`src/sv/salb_pkg.sv`:
```
`timescale 1ns / 1ps

package salb_pkg;

  // Request codes carried by req_type.
  localparam logic [1:0] REQ_LOAD  = 2'd0;
  localparam logic [1:0] REQ_READ  = 2'd1;
  localparam logic [1:0] REQ_RANGE = 2'd2;

  // Status codes returned with every query result.
  localparam logic [1:0] STAT_OK        = 2'd0;
  localparam logic [1:0] STAT_NOT_BUILT = 2'd1;
  localparam logic [1:0] STAT_INVALID   = 2'd2;

  // Width of a range span (up to 1024 ranks) and of the range walk pointer.
  localparam int SPAN_W = 11;
  localparam int QW     = 12;

  // Sequencer states: build phases, query phases and result hand-off.
  typedef enum logic [5:0] {
    ST_IDLE,
    ST_INIT_RD, ST_INIT_WR,
    ST_CLR,
    ST_CNT_RD, ST_CNT_BK, ST_CNT_WR,
    ST_PFX_RD, ST_PFX_WR,
    ST_DST_SA, ST_DST_RK, ST_DST_BK, ST_DST_WR,
    ST_CPY_RD, ST_CPY_WR,
    ST_RNK_SA, ST_RNK_A, ST_RNK_K, ST_RNK_WR,
    ST_RCP_RD, ST_RCP_WR,
    ST_FIN_RD, ST_FIN_WR,
    ST_KAS_RK, ST_KAS_CHK, ST_KAS_J, ST_KAS_TI, ST_KAS_TJ, ST_KAS_CMP,
    ST_SPT_CHK, ST_SPT_A, ST_SPT_B, ST_SPT_WR,
    ST_Q_RD,
    ST_RMQ_SEL, ST_RMQ_FIRST, ST_RMQ_M, ST_RMQ_STEP, ST_RMQ_ACC,
    ST_OUT
  } state_t;

endpackage

```
`src/sv/salb_lvl_sel.sv`:
```
`timescale 1ns / 1ps

module salb_lvl_sel #(
  parameter int LEVELS = 11,
  localparam int LVW = $clog2(LEVELS + 1)
) (
  input  logic [salb_pkg::SPAN_W-1:0] span,
  output logic [LVW-1:0]              lvl
);

  // Pick the highest table level whose block size still fits in the span.
  always_comb begin
    lvl = '0;
    for (int l = 0; l < LEVELS; l++) begin
      if ((1 << l) <= int'(span)) begin
        lvl = LVW'(l);
      end
    end
  end

endmodule

```
`config.mk`:
```
export PLATFORM = sky130hd
export DESIGN_NAME = salb_lvl_sel
export DESIGN_NICKNAME = d
export VERILOG_FILES = /design/src/sv/salb_pkg.sv /design/src/sv/salb_lvl_sel.sv
export SDC_FILE = /design/constraint.sdc
export NUM_CORES = 1
export LEC_CHECK = 0
export BUFFER_PORTS_ARGS = -buffer_cell sky130_fd_sc_hd__buf_4
export CORE_AREA = 4 4 41 43
export DETAILED_ROUTE_END_ITERATION = 6
export DIE_AREA = 0 0 45 47
export SYNTH_ARGS = -nofsm -noshare
export SYNTH_HDL_FRONTEND = slang
export SYNTH_SLANG_ARGS = --single-unit
export TNS_END_PERCENT = 10
```
`constraint.sdc`:
```
create_clock -name vclk -period 0.8
set_input_delay 0.08 -clock vclk [all_inputs]
set_output_delay 0.08 -clock vclk [all_outputs]
set_load 0.05 [all_outputs]
```
; Word level (Yosys, flattened, before mapping)
; Index checks and enable logic that the tools add are counted.
[totals]
output_inout_bits = 4
elab_cells = 20
in_bits = 11
reg_bits = 0
[classes]
muxes = 10
order_cmp = 10
[op_table]
columns = cell, count
row1 = $mux W4, 9
row2 = $le A10 B11 Y1 const A, 1
row3 = $le A11 B11 Y1 const A, 1
row4 = $le A2 B11 Y1 const A, 1
row5 = $le A3 B11 Y1 const A, 1
row6 = $le A4 B11 Y1 const A, 1
row7 = $le A5 B11 Y1 const A, 1
row8 = $le A6 B11 Y1 const A, 1
row9 = $le A7 B11 Y1 const A, 1
row10 = $le A8 B11 Y1 const A, 1
row11 = $le A9 B11 Y1 const A, 1
row12 = $mux W1, 1

; Longest topological paths before layout
; Gate-level depths: netlist of the first run.
[depth]
ltp_word = 11
mapped_depth = 3
ltp_nobuf = 3

; Least setup slack after synthesis of the first run
; Ideal clock, no wire load.
[synth_path]
path_kind = input -> output
start = input port span[1] (netlist bit)
end = output port lvl[0]
n_path_buf = 0
stages = 3
arrival_ns = 1.499
path_slack_ns = -0.779
t_required_ns = 0.720
cell_sequence = nor2b_1 > o21ai_0 > a221oi_1
[synth_between]
elab_chain_len = 11
word_cells_on_any_way = 20
[synth_rtl]
columns = item, line_no
row1 = start: declaration, salb_lvl_sel.sv:7  ; input logic [salb_pkg::SPAN_W-1:0] span,
row2 = $le A2 B11 Y1, salb_lvl_sel.sv:15  ; if ((1 << l) <= int'(span)) begin
row3 = $mux W1, salb_lvl_sel.sv:15
row4 = $mux W4 (8 in a row), salb_lvl_sel.sv:15
row5 = $mux W4 *, salb_lvl_sel.sv:15
row6 = end: declaration, salb_lvl_sel.sv:8  ; output logic [LVW-1:0] lvl
; Every way passes the cells marked *; elsewhere a longest branch is shown, timed or not.

; Final worst setup path of the first run
[layout_path]
start = input port span[8] (netlist bit)
end = output port lvl[2]
[layout_between]
elab_chain_len = 9
word_cells_on_any_way = 16
[layout_rtl]
columns = item, line_no
row1 = $le A4 B11 Y1, salb_lvl_sel.sv:15
row2 = $mux W4 (7 in a row), salb_lvl_sel.sv:15
row3 = $mux W4 *, salb_lvl_sel.sv:15
; Marks and branches as above.

==> results of run 1 <==
cells in the final DEF (no fill, tap or decap):
cell type  n
buf_4      7
o31ai_2    1
a211oi_2   1
nor2_2     1
nor2_1     3
inv_1      2
a21oi_4    1
or3_4      1
buf_6      9
nor2b_4    1
a221oi_4   1
a21o_1     1
buf_8      1
o21ai_2    1
nor2_4     1
stage by stage:
stage / TNS [ns] / util
floorplan: -0.320 / -
global route: -0.442 / 0.256
detailed placement: -0.509 / 0.200
CTS: -0.348 / 0.224
finish: -0.306 / 0.256
global placement: -0.510 / 0.200
cell families after synthesis:
| logic type | count (synthesis) | share of synthesized area |
|---|---|---|
| buffers and inverters | 2 | 0.0845 |
| and+or+nand+nor | 7 | 0.409 |
| AOI/OAI and AO/OA | 6 | 0.507 |
timing repair:
item | in CTS | in global routing
pin swaps | 2 | 4
gates resized for setup | 9 | 11
endpoints found under the setup margin | 4 | 4
critical path: stages:
cell and delay (ns):
buf_6 0.09, or3_4 0.39, a21oi_4 0.12, buf_6 0.17
power groups by stage:
stage / clock network, mW / logic, mW / registers, mW
2_1_floorplan: 0 / 0.0796 / 0
3_3_place_gp: 0 / 0.161 / 0
3_5_place_dp: 0 / 0.161 / 0
4_1_cts: 0 / 0.180 / 0
5_1_grt: 0 / 0.214 / 0
6_report: 0 / 0.201 / 0
worst max path at each step:
stage / from / to / slack, ns / depth (start not counted)
final: span[8] / lvl[2] / -0.13 / 4
after global routing: span[8] / lvl[2] / -0.15 / 4
after CTS: span[10] / lvl[2] / -0.13 / 4
after detailed placement: span[4] / lvl[0] / -0.18 / 5
after global placement: span[4] / lvl[0] / -0.19 / 5
after floorplan: span[8] / lvl[2] / -0.18 / 2
layout make-up:
cell class / count / area share
multi-input combinational: 13 / 0.414
inverter: 2 / 0.0226
tap: 15 / 0.0564
timing repair buffer: 17 / 0.508
synth_stat cells:
cell,instances,area (sq um)
or3_4,1,11.3
nor2b_1,1,6.26
nor2_1,5,18.8
inv_1,2,7.51
o21ai_0,1,5.00
a21o_1,1,7.51
o31ai_1,1,7.51
a211oi_1,1,7.51
a21oi_2,1,8.76
a221oi_1,1,8.76
metal layers:
layer,track usage,share of wire,up-vias
met5,0,0,-
met3,0,0.064,0
met2,0.0904,0.62,5
met1,0.0427,0.31,74
met4,0,0,0
li1,-,-,89
==> metrics.txt, run 1 <==
Row Count=13; CORE AREA=0.00130 sq mm; critical path class=input pin to output pin; status=finished, violations left; wire per inst=9.62 um; pre-CTS WS=-0.180 ns; Min-Delay Endpoint=lvl[0]; Max Freq=1080 MHz; postcts setup bufs=0; internal power=0.102 mW; slew margin rel.=0.843; total track usage=0.0401; CP Max Fanout=2; Worst EP required=0.72 ns; area occupied by registers=0 sq um; failing checks=negative setup slack; starting density of the core=0.0683; I/O pins=15; final hold viol count=0; Die Y=47 um; Post-Synthesis Cells=15; vias in the first global route=170; ratio of cells with drive above 1 in the final layout=0.813; RSZ-0062 raised after global routing=true; P_sw=0.0987 mW; hold slack final=0.516 ns; Area Growth Syn to Fin=275%; element type at the critical path start=input pin; Hold Path Depth=4; Final setup viols=4; Routed Antenna Nets=0; Mean Syn Cell Area=5.92 sq um; Multi-input gate area=138 sq um; Worst Tran Pin Value=0.236 ns; Final Cell Area=333 sq um; Max VDD drop=104 uV; max-slew violation count=0; grt total ovfl=0; Leak=0.147 nW; global-route wire length before repair=683 um; placed instance area=260 sq um; DPL Wire Length=355 um; clkbuf count=0; DRC viols=0; Worst Setup End Kind=output pin; Die Area=0.00212 sq mm; clock share of power=0; Net Sw Frac=0.491; Net Count, Synth=26; Yosys warning total=0; DR pass1 iterations=4; worst setup margin=-0.130 ns; P per Cell Area=604 mW/mm^2; Fillers=155; initial antenna violation count=0; dpl cells=47; Arr. time, crit path=0.85 ns; Via density=3.57; Post-Syn Area=88.8 sq um; Layout Nets=45; Hold/Removal Path Class=input pin to output pin; DIE WIDTH=45 um; GP Congestion=0.538; Cell variety after synth=10; ANT cells=0; largest net degree at the start of global routing=5; combinational share of power=1.000; sequential area share after synthesis=0; Layout Cells excl Fill=47; final worst path period need=0.930 ns; final critical-path share of the clock period=1.16; sequential power share=0; post-layout total power=0.201 mW; WL final=452 um; FF+latch count=0; Hold-fix buffers, CTS=0; # port buffers=14; vias=168; hold path startpoint=span[10]; total of max-cap violations=0; drt first-iter violations=4
Note: power is estimated with default switching activity, not from simulation.
==> run 2, diff against run 1 <==
clock period = 0.87 ns   (was 0.8 ns; I/O delays follow)
==> run 2 against run 1 <==
Against the previous run:
- the run still ends with negative setup slack left
- largest power group unchanged
- critical path depth unchanged
- clock-buffer cell count unchanged
- wire length decreased by 1.8%
- sequential cell count unchanged
- total power decreased by 14%
==> metrics.txt, run 2 (synthesis gave the netlist of run 1 again) <==
most frequent cells in the layout=12 x buf_4, 6 x buf_6, 4 x nor2_1 (was 9 x buf_6, 7 x buf_4, 3 x nor2_1); final worst path period need=0.947 ns; wire per inst=9.25 um (was 9.62 um); Die Y=47 um (unchanged); vias in the first global route=161 (was 170); failing checks=negative setup slack (unchanged); DR pass1 iterations=3 (was 4); RSZ-0062 raised after global routing=true (unchanged); final hold viol count=0 (unchanged); Max VDD drop=94.9 uV (was 104 uV); slew margin rel.=0.822 (was 0.843); Max Freq=1060 MHz; Arr. time, crit path=0.86 ns (was 0.85 ns); postcts setup bufs=0 (unchanged); CP Max Fanout=2 (unchanged); Final TNS setup=-0.0976 ns (was -0.306 ns); largest net degree at the start of global routing=4 (was 5); I/O pins=15 (unchanged); met2 wire length=282 um (was 279 um); Met1 Wirelength=128 um (was 142 um); element type at the critical path start=input pin (unchanged); status=finished, violations left (unchanged); Via density=3.63 (was 3.57); Hold-fix buffers, CTS=0 (unchanged); critical path's top delay family=simple AND/OR/NAND/NOR gates (unchanged); Worst Setup End Kind=output pin (unchanged); routed wl met3=33 um (was 29 um); clkbuf count=0 (unchanged); DPL Wire Length=407 um (was 355 um); worst setup margin=-0.0765 ns (was -0.130 ns); area occupied by registers=0 sq um (unchanged); initial antenna violation count=0 (unchanged); Area Growth Syn to Fin=248% (was 275%); global-route wire length before repair=676 um (was 683 um); combinational share of power=1.000 (about the same); starting density of the core=0.0683 (unchanged); ratio of cells with drive above 1 in the final layout=0.758 (was 0.813); uppermost layer routed=met3 (unchanged); P_sw=0.0866 mW (was 0.0987 mW); Layout Cells excl Fill=48 (was 47); grt total ovfl=0 (unchanged); clock share of power=0 (about the same); drt first-iter violations=2 (was 4); Hold/Removal Path Class=input pin to output pin (unchanged); total track usage=0.0417 (was 0.0401); WL final=444 um (was 452 um); Worst path max stage delay=0.39 ns (about the same); DRC viols=0 (unchanged); critical-path cell list=buf_6 > or3_4 > a21oi_4 > buf_6 (unchanged); Leak=0.145 nW (was 0.147 nW); most used cell, CP=buf_6 (unchanged); DIE WIDTH=45 um (unchanged); total of max-cap violations=0 (unchanged); CORE AREA=0.00130 sq mm (unchanged); FF+latch count=0 (unchanged); Buf/Inv on CP=2 (unchanged); P per Cell Area=561 mW/mm^2 (was 604 mW/mm^2); # port buffers=14 (unchanged); critical path class=input pin to output pin (unchanged); ANT cells=0 (unchanged); GP Congestion=0.595 (was 0.538); vias=174 (was 168); Slowest-stage cell, CP=or3_4 (unchanged); Net Sw Frac=0.499 (was 0.491); final critical-path share of the clock period=1.09; Final Util=0.238 (was 0.256); Die Area=0.00212 sq mm (unchanged); internal power=0.0868 mW (was 0.102 mW); Row Count=13 (unchanged); WP depth=4 (unchanged); crit path from=span[8] (unchanged); Routed Antenna Nets=0 (unchanged); Layout Nets=46 (was 45); Worst EP required=0.78 ns (was 0.72 ns); dpl cells=48 (was 47); sequential power share=0 (about the same); Worst Tran Pin Value=0.267 ns (was 0.236 ns); most common cell after layout, fill and taps aside=buf_4 (was buf_6); max-slew violation count=0 (unchanged); Final setup viols=2 (was 4); crit path to=lvl[2] (unchanged)
## run 2: final cells by class
class,count,area [sq um]
fillers,156,992
inverters,2,7.51
multi-input cells,13,125
well taps,15,18.8
repair buffers,18,158
## run 2: worst min-delay path by stage
stage                         from  endpoint  slack, ns  cells past startpoint
after global routing      span[10]    lvl[0]       0.54                      4
after floorplan           span[10]    lvl[0]       0.23                      1
after CTS                 span[10]    lvl[0]       0.53                      4
after global placement    span[10]    lvl[3]       0.58                      3
final                     span[10]    lvl[0]       0.53                      4
after detailed placement  span[10]    lvl[3]       0.58                      3
## run 2: per-stage QoR
| step | total power [mW] | worst slack (ns) | hold WS (ns) | area, sq um |
|---|---|---|---|---|
| floorplan | 0.0732 | -0.128 | 0.228 | 114 |
| global placement | 0.152 | -0.134 | 0.576 | 268 |
| detailed placement | 0.153 | -0.150 | 0.579 | 268 |
| CTS | 0.171 | -0.0826 | 0.530 | 300 |
| global route | 0.185 | -0.0936 | 0.540 | 309 |
| finish | 0.173 | -0.0765 | 0.526 | 309 |
## run 2: timing repair
item / CTS / global route
setup endpoints to repair: 4 / 4
gates cloned: 0 / 0
resized for setup: 10 / 2
pin swaps: 2 / 1
## run 2: routing by layer
layer | track usage | vias to the layer above
li1 | - | 90
met5 | 0 | -
met4 | 0 | 0
met3 | 0.00383 | 0
met1 | 0.0472 | 79
met2 | 0.0876 | 5
## run 2: power groups by stage
stage               logic, mW  registers (mW)  clock network [mW]
floorplan              0.0732               0                   0
global placement        0.152               0                   0
detailed placement      0.153               0                   0
CTS                     0.171               0                   0
global route            0.185               0                   0
finish                  0.173               0                   0
==> run 3, diff against run 2 <==
TNS_END_PERCENT = unset   (was 10)
clock period = 0.85 ns   (was 0.87 ns; I/O delays follow)
==> run 3 against run 2 <==
Against the previous run:
- via count unchanged
- the flow still finishes with violations (negative setup slack)
- final cell count decreased by 2.1%
- first-iteration DRC count unchanged
- non-clock buffer count decreased by 1
- critical path depth unchanged
- sequential share of layout area unchanged
- setup slack got worse by 0.016 ns
==> metrics.txt, run 3 (synthesis gave the netlist of run 1 again) <==
wire per inst=9.98 um (was 9.25 um); most common cell after layout, fill and taps aside=buf_6 (was buf_4); Max VDD drop=93.7 uV (was 94.9 uV); Layout Cells excl Fill=47 (was 48); # port buffers=14 (unchanged); CP Max Fanout=2 (unchanged); Die Area=0.00212 sq mm (unchanged); I/O pins=15 (unchanged); drt first-iter violations=2 (unchanged); Via density=3.70 (was 3.63); initial antenna violation count=0 (unchanged); CORE AREA=0.00130 sq mm (unchanged); worst setup margin=-0.0924 ns (was -0.0765 ns); RSZ-0062 raised after global routing=true (unchanged); global-route wire length before repair=696 um (was 676 um); Hold-fix buffers, CTS=0 (unchanged); starting density of the core=0.0683 (unchanged); area occupied by registers=0 sq um (unchanged); DIE WIDTH=45 um (unchanged); Final setup viols=3 (was 2); critical-path cell list=buf_6 > or3_4 > a21oi_4 > buf_6 (unchanged); Hold Path Depth=4 (unchanged); post-layout total power=0.201 mW (was 0.173 mW); final hold viol count=0 (unchanged); ANT cells=0 (unchanged); Worst path max stage delay=0.39 ns (about the same); status=finished, violations left (unchanged); DR pass1 iterations=2 (was 3); failing checks=negative setup slack (unchanged); Max Freq=1060 MHz; total of max-cap violations=0 (unchanged); FF+latch count=0 (unchanged); element type at the critical path start=input pin (unchanged); Met1 Wirelength=124 um (was 128 um); Routed Antenna Nets=0 (unchanged); final critical-path share of the clock period=1.11; vias=174 (unchanged); Worst Setup End Kind=output pin (unchanged); final worst path period need=0.942 ns; Row Count=13 (unchanged); largest net degree at the start of global routing=5 (was 4); crit path to=lvl[2] (unchanged); Area Growth Syn to Fin=299% (was 248%); WL final=469 um (was 444 um); hold path startpoint=span[10] (unchanged); Layout Nets=45 (was 46); most frequent cells in the layout=9 x buf_6, 7 x buf_4, 3 x nor2_4 (was 12 x buf_4, 6 x buf_6, 4 x nor2_1); routed wl met3=32 um (was 33 um); Worst EP required=0.76 ns (was 0.78 ns); max-slew violation count=0 (unchanged); DPL Wire Length=413 um (was 407 um); postcts setup bufs=0 (unchanged); slew margin rel.=0.815 (was 0.822); grt total ovfl=0 (unchanged); Worst Tran Pin Value=0.278 ns (was 0.267 ns); ratio of cells with drive above 1 in the final layout=0.844 (was 0.758); Arr. time, crit path=0.86 ns (about the same); critical path class=input pin to output pin (unchanged); total track usage=0.0433 (was 0.0417); Final Util=0.272 (was 0.238); GP Congestion=0.593 (was 0.595); DRC viols=0 (unchanged); crit path from=span[8] (unchanged); Slowest-stage cell, CP=or3_4 (unchanged); P per Cell Area=568 mW/mm^2 (was 561 mW/mm^2); dpl cells=47 (was 48); vias in the first global route=166 (was 161); uppermost layer routed=met3 (unchanged); met2 wire length=312 um (was 282 um); most used cell, CP=buf_6 (unchanged); Die Y=47 um (unchanged); Fillers=150 (was 156); Hold/Removal Path Class=input pin to output pin (unchanged); clkbuf count=0 (unchanged); Leak=0.150 nW (was 0.145 nW)
## run 3: layout make-up
type,count,area [sq um],share of cell area
multi-input combinational,13,159,0.449
tap,15,18.8,0.0530
timing repair buffer,17,169,0.477
inverter,2,7.51,0.0212
## run 3: where the power goes
group | leakage [nW] | switching, mW | internal (mW)
registers | 0 | 0 | 0
logic | 0.150 | 0.101 | 0.100
clock network | 0 | 0 | 0
total | 0.150 | 0.101 | 0.100
## run 3: worst min path at each step
stage | to | slack, ns
floorplan | lvl[0] | 0.22
detailed placement | lvl[3] | 0.57
CTS | lvl[0] | 0.53
global route | lvl[2] | 0.54
global placement | lvl[3] | 0.57
finish | lvl[0] | 0.52
## run 3: critical path, delay by kind of cell
family,cells,cell delay [ns]
AND/OR/NAND/NOR,1,0.39
buffers and inverters,2,0.26
AO/OA/AOI/OAI,1,0.12
## run 3: per-stage QoR
stage               hold WS (ns)  TNS, ns  area (sq um)  setup slack, ns
finish                     0.523   -0.145           354          -0.0924
global route               0.540   -0.199           354           -0.104
CTS                        0.525   -0.160           317          -0.0965
detailed placement         0.573   -0.437           260           -0.193
global placement           0.573   -0.437           260           -0.190
floorplan                  0.224   -0.240           114           -0.144
## run 3: metal layers
layer	vias up	GRT usage
met5	-	0
met1	81	0.0427
met4	0	0
met2	5	0.0960
li1	88	-
met3	0	0.00766
## run 3: repair_timing
action	in CTS	in global routing
endpoints found under the hold margin	0	0
gates resized for setup	15	9
pin swaps	4	6
setup endpoints to repair	4	4
